`config.mk`:
```
export PLATFORM = sky130hd
export DESIGN_NAME = twhsc_bucket
export DESIGN_NICKNAME = d
export VERILOG_FILES = /design/src/rtl/core/two_way_hash_set_cache_defines.svh /design/src/rtl/core/twhsc_pkg.sv /design/src/rtl/core/twhsc_bucket.sv
export SDC_FILE = /design/constraint.sdc
export NUM_CORES = 1
export LEC_CHECK = 0
export BUFFER_PORTS_ARGS = -buffer_cell sky130_fd_sc_hd__buf_2
export CAP_MARGIN = 5
export CORE_ASPECT_RATIO = 0.75
export CORE_UTILIZATION = 33
export CTS_BUF_LIST = sky130_fd_sc_hd__clkbuf_8
export DETAILED_ROUTE_END_ITERATION = 6
export HOLD_SLACK_MARGIN = 0.05
export PLACE_DENSITY = 0.88
export RECOVER_POWER = 50
export SLEW_MARGIN = 20
export SYNTH_ARGS = -nofsm -noshare
export SYNTH_HDL_FRONTEND = slang
export SYNTH_SLANG_ARGS = --single-unit
```
`constraint.sdc`:
```
create_clock -name clk_i -period 0.8 [get_ports clk_i]
set_input_delay 0.08 -clock clk_i [delete_from_list [all_inputs] [get_ports clk_i]]
set_output_delay 0.08 -clock clk_i [all_outputs]
set_load 0.005 [all_outputs]
```
`src/rtl/core/two_way_hash_set_cache_defines.svh`:
```
// Assertion macros used by the cache top level.
`ifndef TWO_WAY_HASH_SET_CACHE_DEFINES_SVH
`define TWO_WAY_HASH_SET_CACHE_DEFINES_SVH

// Concurrent check, sampled on the rising clock and switched off during reset.
`define TWHSC_ASSERT(label, clk, rst_n, prop, msg) \
  label: assert property (@(posedge clk) disable iff (!rst_n) prop) else $error(msg);

// Concurrent check that a condition never holds.
`define TWHSC_NEVER(label, clk, rst_n, cond, msg) \
  label: assert property (@(posedge clk) disable iff (!rst_n) !(cond)) else $error(msg);

`endif

```
`src/rtl/core/twhsc_pkg.sv`:
```
`timescale 1ns / 1ps

package twhsc_pkg;

  // Default number of two-slot buckets.
  localparam int unsigned CLUSTERS_DEF = 4096;

  // Field widths.
  localparam int unsigned KEY_W   = 64;
  localparam int unsigned CMD_W   = 2;
  localparam int unsigned OCC_W   = 14;
  localparam int unsigned EVICT_W = 32;

  // Saturation limits of the two counters.
  localparam logic [OCC_W-1:0]   OCC_MAX   = '1;
  localparam logic [EVICT_W-1:0] EVICT_MAX = '1;

  // Command codes; the unused code behaves as a lookup.
  typedef enum logic [CMD_W-1:0] {
    CMD_LOOKUP = 2'd0,
    CMD_INSERT = 2'd1,
    CMD_CLEAR  = 2'd2,
    CMD_RSVD   = 2'd3
  } cmd_e;

  // Controller states.
  typedef enum logic [2:0] {
    ST_IDLE,
    ST_HASH,
    ST_READ,
    ST_EVAL,
    ST_SWEEP
  } state_e;

  // Write controls for the two slot memories.
  typedef struct packed {
    logic we_first;
    logic we_second;
    logic wipe;
  } mem_ctrl_t;

endpackage

```
`src/rtl/core/twhsc_bucket.sv`:
```
`timescale 1ns / 1ps

module twhsc_bucket import twhsc_pkg::*; #(
  parameter int unsigned CLUSTERS = CLUSTERS_DEF,
  localparam int unsigned AW      = (CLUSTERS > 1) ? $clog2(CLUSTERS) : 1
) (
  input  logic             clk_i,
  input  logic             load_i,
  input  logic [KEY_W-1:0] key_i,
  output logic [AW-1:0]    bucket_o
);

  localparam int unsigned CW = $clog2(CLUSTERS + 1);
  localparam int unsigned PW = 32 + CW;
  localparam int unsigned MW = PW + 1;
  localparam int unsigned BW = MW - 32;
  localparam logic [PW-1:0] CLUS_C = PW'(CLUSTERS);
  localparam logic [BW-1:0] LAST_B = BW'(CLUSTERS - 1);

  logic [PW-1:0] lo_c_q, hi_c_q;
  logic [MW-1:0] mid;
  logic [BW-1:0] bkt_full;

  // First stage: both halves of the key times the bucket count.
  always_ff @(posedge clk_i) begin
    if (load_i) begin
      lo_c_q <= PW'(key_i[31:0]) * CLUS_C;
      hi_c_q <= PW'(key_i[63:32]) * CLUS_C;
    end
  end

  // Second stage: combine the partial products and keep the upper word.
  always_comb begin
    mid      = MW'(hi_c_q) + MW'(lo_c_q >> 32);
    bkt_full = mid[MW-1:32];
  end

  always_ff @(posedge clk_i) begin
    if (bkt_full > LAST_B) begin
      bucket_o <= AW'(LAST_B);
    end else begin
      bucket_o <= bkt_full[AW-1:0];
    end
  end

endmodule

```
# [Yosys cells after proc, flatten, opt, wreduce, memory -nomap -nowiden]
# Cells that the tools add are included.
[word_totals] reg_bits=76 inputBits=66 output_inout_bits=12 word_cells=5
[classes] addsub=1 n_lt_le_gt_ge=1
[op_table] operator="adder 44 x 12 -> 45 bit" count=1
[op_table] operator="> comparator 13 x 12 -> 1 bit, second input constant" count=1

# [Longest topological paths before layout]
# Gate-level depths: netlist of run 1.
[depth] depth_word=2 ltp_mapped=1 depth_no_buf=0

# [Least setup slack after synthesis of run 1]
# OpenSTA, ideal clock, no wires.
[synth_path] path_kind="register -> register" startpoint="register hi_c_q[32]" endpoint="register bucket_o[0]" setup_ns=0.111 t_arrival_ns=0.415 required_ns=0.689 slack_ns=0.274 path_stages_with_launch=2 n_path_buf=1 period_less_slack_ns=0.526 cell_sequence="edfxtp_1 clkbuf_1"
[synth_via] elab_chain_len=2
[synth_rtl] element="start, declared" line_no="twhsc_bucket.sv:20" source="logic [PW-1:0] lo_c_q, hi_c_q;"
[synth_rtl] element="start signal, assigned" line_no="twhsc_bucket.sv:28" source="hi_c_q <= PW'(key_i[63:32]) * CLUS_C;"
[synth_rtl] element="adder 44 x 12 -> 45 bit (*)" line_no="twhsc_bucket.sv:34" source="mid = MW'(hi_c_q) + MW'(lo_c_q >> 32);"
[synth_rtl] element="> comparator 13 x 12 -> 1 bit" line_no="twhsc_bucket.sv:39" source="if (bkt_full > LAST_B) begin"
[synth_rtl] element="end signal, assigned" line_no="twhsc_bucket.sv:40" source="bucket_o <= AW'(LAST_B);"
[synth_rtl] element="end signal, assigned" line_no="twhsc_bucket.sv:42" source="bucket_o <= bkt_full[AW-1:0];"
[synth_rtl] element="end, declared" line_no="twhsc_bucket.sv:10" source="output logic [AW-1:0] bucket_o"
# Mark *: on every way between the ends. The rest lies on a longest branch, timed or not.
# A chain may end at the register's enable or synchronous reset.

# [Worst setup path in the final report of run 1]
[layout_path] startpoint="register bucket_o[2]" endpoint="output port bucket_o[2]"
# No word-level cell between the ends.

==> reports/summary.txt, run 1 <==
CP bufs+invs: 1
Post-CTS Resized: 0
Grt ovf: 0
Worst Tran Pin Value: 0.625 ns
Worst Clk Skew: 0.00375 ns
Slowest-stage cell, CP: dfxtp_1
Syn nets: 102
Worst Hold Launch: hi_c_q[39]$_DFFE_PP_
Routed WL per cell: 10.2 microns
VDD IR max: 0.00203 V
Post-synth EDFFs: 12
Total die area: 2140 sq um
Worst Hold Depth: 0
Endpoint type of the worst setup path: primary output
CTS Buffer Depth: 2
Sequential cell area fraction in the yosys report: 93.0%
Port Buffers: 25
Layout overhead on the synthesized area: 42.1%
Final setup fails: 0
Antenna-violating nets left: 0
Power density cells: 2420 nW/um^2
Nets: 132
RR Endpoint: bucket_o[0]$_SDFF_PN1_
Met3 wire length: 99 microns
Crit-path max FO: 1
Top Layer Used: met4
Critical Path AT: 0.68 ns
CTS tree: yes
Top post-synthesis cells by area: edfxtp_1, dfxtp_1, clkbuf_1
Ys Warns: 0
Diodes inserted: 0
Multi-input gates: 0
Die height: 40.3 microns
Maximum clock rate: 1310 MHz
Latest clock arrival within the worst-skew pair: 0.26 ns
# DRC: 0
Max-cap violations: 0
H-tree depth: 1
CTS Root Cell: clkbuf_8
Reg2Reg Depth: 0
Length of routed wiring on met1: 289 microns
Setup slack after layout: 0.0374 ns
Post-CTS Setup Repair Bufs: 0
Placeable Area: 1790 sq um
Kind of critical path: flip-flop to primary output
Most frequent cells after synthesis: clkbuf_1, dfxtp_1, edfxtp_1
Largest net degree at the start of global routing: 14
# rows: 13
Met2 WL: 486 microns
CP peak stage delay: 0.31 ns
Area of the multi-input gates: 0 sq um
Cell Chain, Critical Path: buf_2
CTS clk-pin slew, worst paths: 0.07 ns
CP Launch Type: flip-flop
Starting Density: 36.1%
Total routed wirelength: 884 microns
Slew HR: 58.3%
Vias: 331
Yosys top cell by area: edfxtp_1
Clk sink count: 24
Status: complete, no violations
Critical path's top delay family: flip-flops
First-pass GRT wire length: 1200 microns
Total power: 2220 uW
Vias in the first global route: 306
Worst Hold Class: flip-flop to flip-flop
RSZ-0062 raised after global routing: false
Asr flop ratio synth: 0%
Post-route setup TNS: 0 ns
FF-to-FF Start: hi_c_q[32]$_DFFE_PP_
Share of the synthesized area in the top cell type: 55.8%
Part of the cycle the worst path needs: 95.3%
Ys flop type: edfxtp_1
Mapped Cells: 36
Gr usage total: 9.38%
Synth Cell Area: 646 sq um
TritonCTS Buffers: 3
Hold Buf Count CTS: 12
Count of different cell masters after synthesis: 3
First drt pass iteration count: 2
Die Width: 53.1 microns
Flop2flop setup slack: 0.30 ns
Leak Pwr: 0.000388 uW
Final Max Slew Viols: 0
Final hold vios: 0
WP data required: 0.72 ns
Fin crit period: 0.763 ns
Initial antenna violation count: 0
Avg Synthesized Cell Area: 17.9 sq um
Number of vias per cell: 3.80
Fillers: 164
Worst slack at placement: 0.136 ns
Hold Crit Endpoint: bucket_o[7]$_SDFF_PN1_
Synth Register Bits: 24
RePlAce Congestion: 0.637
Io pins: 78
Initial DRC count: 4
Share of post-route cells with drive strength above 1: 41.5%
## area by class of cell
cell class | count | area (sq um) | area share (%)
timing repair buffer | 37 | 244 | 26.6
clock inverter | 1 | 3.75 | 0.409
clock buffer | 3 | 41.3 | 4.50
sequential | 24 | 601 | 65.5
tap | 22 | 27.5 | 3.00
## sequential cells by signal (all words and copies together) (netlist names)
| signal | count |
|---|---|
| bucket_o | 12 |
| hi_c_q | 12 |
## logic make-up after synthesis
kind of cell	Yosys count	share of synthesized area, %
buf+inv	12	6.98
flops	24	93.0
## layout by cell type (no fill, tap or decap)
cell and count:
dfxtp_1 12, dlygate4sd3_1 12, clkbuf_1 1, clkinv_1 1
buf_2 24, edfxtp_1 12, clkbuf_8 3
## through the flow
step | utilization [%] | cell area, sq um | instances | hold slack (ns)
floorplan | - | 646 | 36 | 0.179
global placement | 42.1 | 753 | 71 | 0.257
detailed placement | 42.1 | 753 | 71 | 0.258
CTS | 51.3 | 918 | 87 | 0.205
global route | 51.3 | 917 | 87 | 0.355
finish | 51.3 | 917 | 87 | 0.342
## per-layer routing
metal	track usage [%]	vias to the layer above
li1	-	165
met1	7.69	145
met2	17.4	19
met3	6.82	2
met4	3.95	0
met5	0	-
## worst max path at each step
stage,from,to,depth (start not counted)
2_1_floorplan,hi_c_q[32]$_DFFE_PP_,bucket_o[0]$_SDFF_PN1_,1
4_1_cts,bucket_o[2]$_SDFF_PN1_,bucket_o[2],1
3_3_place_gp,load_i,hi_c_q[33]$_DFFE_PP_,1
6_report,bucket_o[2]$_SDFF_PN1_,bucket_o[2],1
3_5_place_dp,load_i,hi_c_q[33]$_DFFE_PP_,1
5_1_grt,bucket_o[10]$_SDFF_PN1_,bucket_o[10],1
## power by group
| part | switching [uW] | internal [uW] |
|---|---|---|
| sequential | 19.1 | 1390 |
| clock | 329 | 342 |
| combinational | 49.2 | 89.5 |
Power figures use the tool's default switching activity.
==> inputs of run 2 (changes only) <==
--- a/config.mk
+++ b/config.mk
@@ -9,7 +9,7 @@
 export CAP_MARGIN = 5
 export CORE_ASPECT_RATIO = 0.75
 export CORE_UTILIZATION = 33
-export CTS_BUF_LIST = sky130_fd_sc_hd__clkbuf_8
+export CTS_BUF_LIST = sky130_fd_sc_hd__clkbuf_4 sky130_fd_sc_hd__clkbuf_8
 export DETAILED_ROUTE_END_ITERATION = 6
 export HOLD_SLACK_MARGIN = 0.05
 export PLACE_DENSITY = 0.88
==> reports/summary.txt, run 2 (synthesized netlist as in run 1, its figures left out) <==
Largest regs: bucket_o: 12 flops, hi_c_q: 12 flops
Vias: 332
Routed WL per cell: 9.98 microns
Post-CTS Setup Repair Bufs: 0
Port Buffers: 25
Initial antenna violation count: 0
Starting Density: 36.1%
Worst Clk Skew: 0.00644 ns
Failing checks: negative setup slack
CP Launch Type: flip-flop
Io pins: 78
# DRC: 0
Nets: 132
Initial DRC count: 4
Post-route setup TNS: -0.0564 ns
Flop2flop setup slack: 0.30 ns
Endpoint type of the worst setup path: primary output
First drt pass iteration count: 2
First-pass GRT wire length: 1170 microns
Most frequent cells in the layout: buf_2, edfxtp_1, dlygate4sd3_1
Kind of critical path: flip-flop to primary output
Multi-input gates: 0
Part of the cycle the worst path needs: 102%
CP peak stage delay: 0.34 ns
Status: finished, violations left
Grt ovf: 0
Area of the multi-input gates: 0 sq um
Worst Hold Class: input pin to flip-flop
Reg2Reg Depth: 0
CTS clk-pin slew, worst paths: 0.12 ns
Total die area: 2140 sq um
Commonest non-fill, non-tap cell in the layout: buf_2
Share of post-route cells with drive strength above 1: 43.1%
Hold_ws: 0.308 ns
Cell Chain, Critical Path: buf_2
Critical path's top delay family: flip-flops
Critical path depth: 1
Worst Tran Pin Value: 0.634 ns
VDD IR max: 0.00175 V
Final setup fails: 7
Total power: 2040 uW
CTS Buffer Depth: 2
Final Max Slew Viols: 0
Critical Path AT: 0.74 ns
CTS Root Cell: clkbuf_4
Setup crit start: bucket_o[2]$_SDFF_PN1_
Die height: 40.3 microns
Crit-path max FO: 1
# rows: 13
Worst slack at placement: 0.136 ns
Placeable Area: 1790 sq um
Total routed wirelength: 868 microns
CTS tree: yes
Vias in the first global route: 298
CP bufs+invs: 1
Largest net degree at the start of global routing: 14
RSZ-0062 raised after global routing: true
H-tree depth: 1
RR Endpoint: bucket_o[0]$_SDFF_PN1_
Diodes inserted: 0
Setup slack after layout: -0.0169 ns
FF-to-FF Start: hi_c_q[32]$_DFFE_PP_
TritonCTS Buffers: 3
Slowest-stage cell, CP: dfxtp_1
Layout overhead on the synthesized area: 40.3%
Max-cap violations: 0
Leak Pwr: 0.000382 uW
WP data required: 0.72 ns
Antenna-violating nets left: 0
Clk sink count: 24
Die Width: 53.1 microns
Latest clock arrival within the worst-skew pair: 0.30 ns
Final hold vios: 0
Power density cells: 2260 nW/um^2
Number of vias per cell: 3.82
Setup crit end: bucket_o[2]
Fin crit period: 0.817 ns
Gr usage total: 8.87%
RePlAce Congestion: 0.637
Maximum clock rate: 1220 MHz
Slew HR: 57.7%
==> run 2: cell counts in the layout (fill, tap and decap cells not counted) <==
Identical to the previous run, type by type.
==> run 2: cell type report <==
| class | instances | area [sq um] |
|---|---|---|
| flip-flops and latches | 24 | 602 |
| clock inverters | 1 | 3.75 |
| fillers | 168 | 883 |
| well taps | 22 | 27.5 |
| repair buffers | 37 | 250 |
| clock buffers | 3 | 22.5 |
==> run 2: per-layer routing <==
layer	track usage (%)	routed length, microns	vias to the layer above
li1	-	-	168
met1	7.93	313	146
met2	16.1	467	18
met3	5.68	86	0
met4	3.95	0	0
met5	0	0	-
==> run 2: what timing repair did <==
action | 4_1_cts | 5_1_grt
gates resized for setup | 0 | 2
hold buffers | 12 | 0
setup endpoints to repair | 12 | 12
hold endpoints to repair | 12 | 0
==> run 2: worst min path at each step <==
stage	from	depth (start not counted)	slack (ns)	to
floorplan	key_i[52]	0	0.18	hi_c_q[32]$_DFFE_PP_
global route	load_i	1	0.32	hi_c_q[35]$_DFFE_PP_
finish	load_i	1	0.31	hi_c_q[36]$_DFFE_PP_
CTS	load_i	1	0.15	hi_c_q[35]$_DFFE_PP_
detailed placement	key_i[58]	1	0.26	hi_c_q[38]$_DFFE_PP_
global placement	key_i[56]	1	0.26	hi_c_q[36]$_DFFE_PP_
==> run 2: through the flow <==
| stage | area (sq um) | util, % | instances |
|---|---|---|---|
| global placement | 753 | 42.1 | 71 |
| CTS | 900 | 50.3 | 87 |
| global route | 906 | 50.6 | 87 |
| detailed placement | 753 | 42.1 | 71 |
| floorplan | 646 | - | 36 |
| finish | 906 | 50.6 | 87 |
==> run 2: power breakdown <==
| part | total, uW | internal (uW) | switching, uW |
|---|---|---|---|
| registers | 1410 | 1390 | 20.1 |
| clock network | 489 | 182 | 307 |
| logic | 143 | 93.8 | 49.3 |
| total | 2040 | 1670 | 377 |
==> inputs of run 3 (changes only) <==
--- a/config.mk
+++ b/config.mk
@@ -8,11 +8,11 @@
 export BUFFER_PORTS_ARGS = -buffer_cell sky130_fd_sc_hd__buf_2
 export CAP_MARGIN = 5
 export CORE_ASPECT_RATIO = 0.75
-export CORE_UTILIZATION = 33
+export CORE_UTILIZATION = 35
 export CTS_BUF_LIST = sky130_fd_sc_hd__clkbuf_4 sky130_fd_sc_hd__clkbuf_8
 export DETAILED_ROUTE_END_ITERATION = 6
 export HOLD_SLACK_MARGIN = 0.05
-export PLACE_DENSITY = 0.88
+export PLACE_DENSITY = 0.92
 export RECOVER_POWER = 50
 export SLEW_MARGIN = 20
 export SYNTH_ARGS = -nofsm -noshare
==> constraint.sdc (replaced) <==
create_clock -name clk_i -period 1 [get_ports clk_i]
set_input_delay 0.1 -clock clk_i [delete_from_list [all_inputs] [get_ports clk_i]]
set_output_delay 0.1 -clock clk_i [all_outputs]
set_load 0.005 [all_outputs]
==> reports/summary.txt, run 3 (synthesized netlist as in run 1, its figures left out) <==
Worst Clk Skew: 0.000971 ns
Starting Density: 37.4%
Fin crit period: 0.822 ns
Commonest non-fill, non-tap cell in the layout: buf_2
Critical path's top delay family: flip-flops
Status: complete, no violations
H-tree depth: 1
Slowest-stage cell, CP: dfxtp_1
Number of vias per cell: 3.79
Latest clock arrival within the worst-skew pair: 0.29 ns
First-pass GRT wire length: 986 microns
Io pins: 78
Non-filler instance count after layout: 86
Power density cells: 1800 nW/um^2
RSZ-0062 raised after global routing: false
Worst Tran Pin Value: 0.642 ns
Most frequent cells in the layout: buf_2, dfxtp_1, edfxtp_1, dlygate4sd3_1, clkbuf_4
Placed insts: 71
Port Buffers: 25
CP peak stage delay: 0.31 ns
Cell Chain, Critical Path: buf_2
Diodes inserted: 0
Routed WL per cell: 8.88 microns
Slew HR: 57.2%
RePlAce Congestion: 0.612
# DRC: 0
Crit-path max FO: 1
Die Width: 51.6 microns
Max-cap violations: 0
Post-route setup TNS: 0 ns
Endpoint type of the worst setup path: primary output
Kind of critical path: flip-flop to primary output
First drt pass iteration count: 4
CP bufs+invs: 1
Vias: 326
Gr usage total: 8.01%
Area of the multi-input gates: 0 sq um
Total die area: 2020 sq um
Post-CTS Setup Repair Bufs: 0
Layout overhead on the synthesized area: 38.6%
Antenna-violating nets left: 0
CTS Root Cell: clkbuf_4
Grt ovf: 0
CP Launch Type: flip-flop
Total routed wirelength: 764 microns
Initial antenna violation count: 0
Worst Hold Class: input pin to flip-flop
Die height: 39.2 microns
Final hold vios: 0
VDD IR max: 0.00104 V
Final Max Slew Viols: 0
CTS Buffer Depth: 2
Largest regs: bucket_o: 12 flops, hi_c_q: 12 flops
CTS clk-pin slew, worst paths: 0.11 ns
Largest net degree at the start of global routing: 13
Clk sink count: 24
Share of post-route cells with drive strength above 1: 42.2%
Initial DRC count: 3
CTS tree: yes
TritonCTS Buffers: 3
Final setup fails: 0
Critical Path AT: 0.72 ns
Vias in the first global route: 272
Part of the cycle the worst path needs: 82.2%
Leak Pwr: 0.000378 uW
Placeable Area: 1720 sq um
Multi-input gates: 0
Nets: 132
WP data required: 0.90 ns
# rows: 13
Maximum clock rate: 1220 MHz
-- run 3: changes by cell type in the layout (fill, tap and decap cells not counted), sizes merged --
| cell | change |
|---|---|
| clkinv | -1 |
-- run 3: worst paths after layout --
| kind | from | endpoint | slack, ns | cells past startpoint |
|---|---|---|---|---|
| max | bucket_o[11]$_SDFF_PN1_ | bucket_o[11] | 0.18 | 1 |
| min | load_i | hi_c_q[32]$_DFFE_PP_ | 0.34 | 1 |
| max reg2reg | hi_c_q[35]$_DFFE_PP_ | bucket_o[3]$_SDFF_PN1_ | 0.50 | 0 |
| min reg2reg | hi_c_q[41]$_DFFE_PP_ | bucket_o[9]$_SDFF_PN1_ | 0.35 | 0 |
-- run 3: per-layer routing --
metal | routed length [microns] | track usage (%) | vias to the layer above
met4 | 0 | 2.03 | 0
met1 | 249 | 5.16 | 143
met3 | 87 | 8.24 | 0
li1 | - | - | 166
met2 | 427 | 15.3 | 17
met5 | 0 | 0 | -
-- run 3: power by group --
group          internal [uW]  total, uW  switching, uW
clock                    140        373            232
sequential              1110       1130           14.7
combinational           71.3        108           36.2
total                   1320       1610            283
-- run 3: final cells by class --
class | instances | area [sq um]
well taps | 22 | 27.5
flip-flops and latches | 24 | 601
fillers | 153 | 830
clock buffers | 3 | 22.5
repair buffers | 37 | 244
-- run 3: through the flow --
step	total power [uW]	cell area, sq um	hold slack, ns	setup slack, ns	util (%)
after floorplan	1180	646	0.199	0.474	-
after global placement	1220	753	0.277	0.337	43.7
after detailed placement	1230	753	0.278	0.321	43.7
after CTS	1640	896	0.173	0.157	52.0
after global routing	1690	895	0.343	0.125	51.9
final	1610	895	0.339	0.178	51.9
-- run 3: timing repair --
item / CTS / global route
hold buffers: 12 / 0
hold endpoints to repair: 12 / 0
setup endpoints to repair: 0 / 0
gates resized for setup: 0 / 0
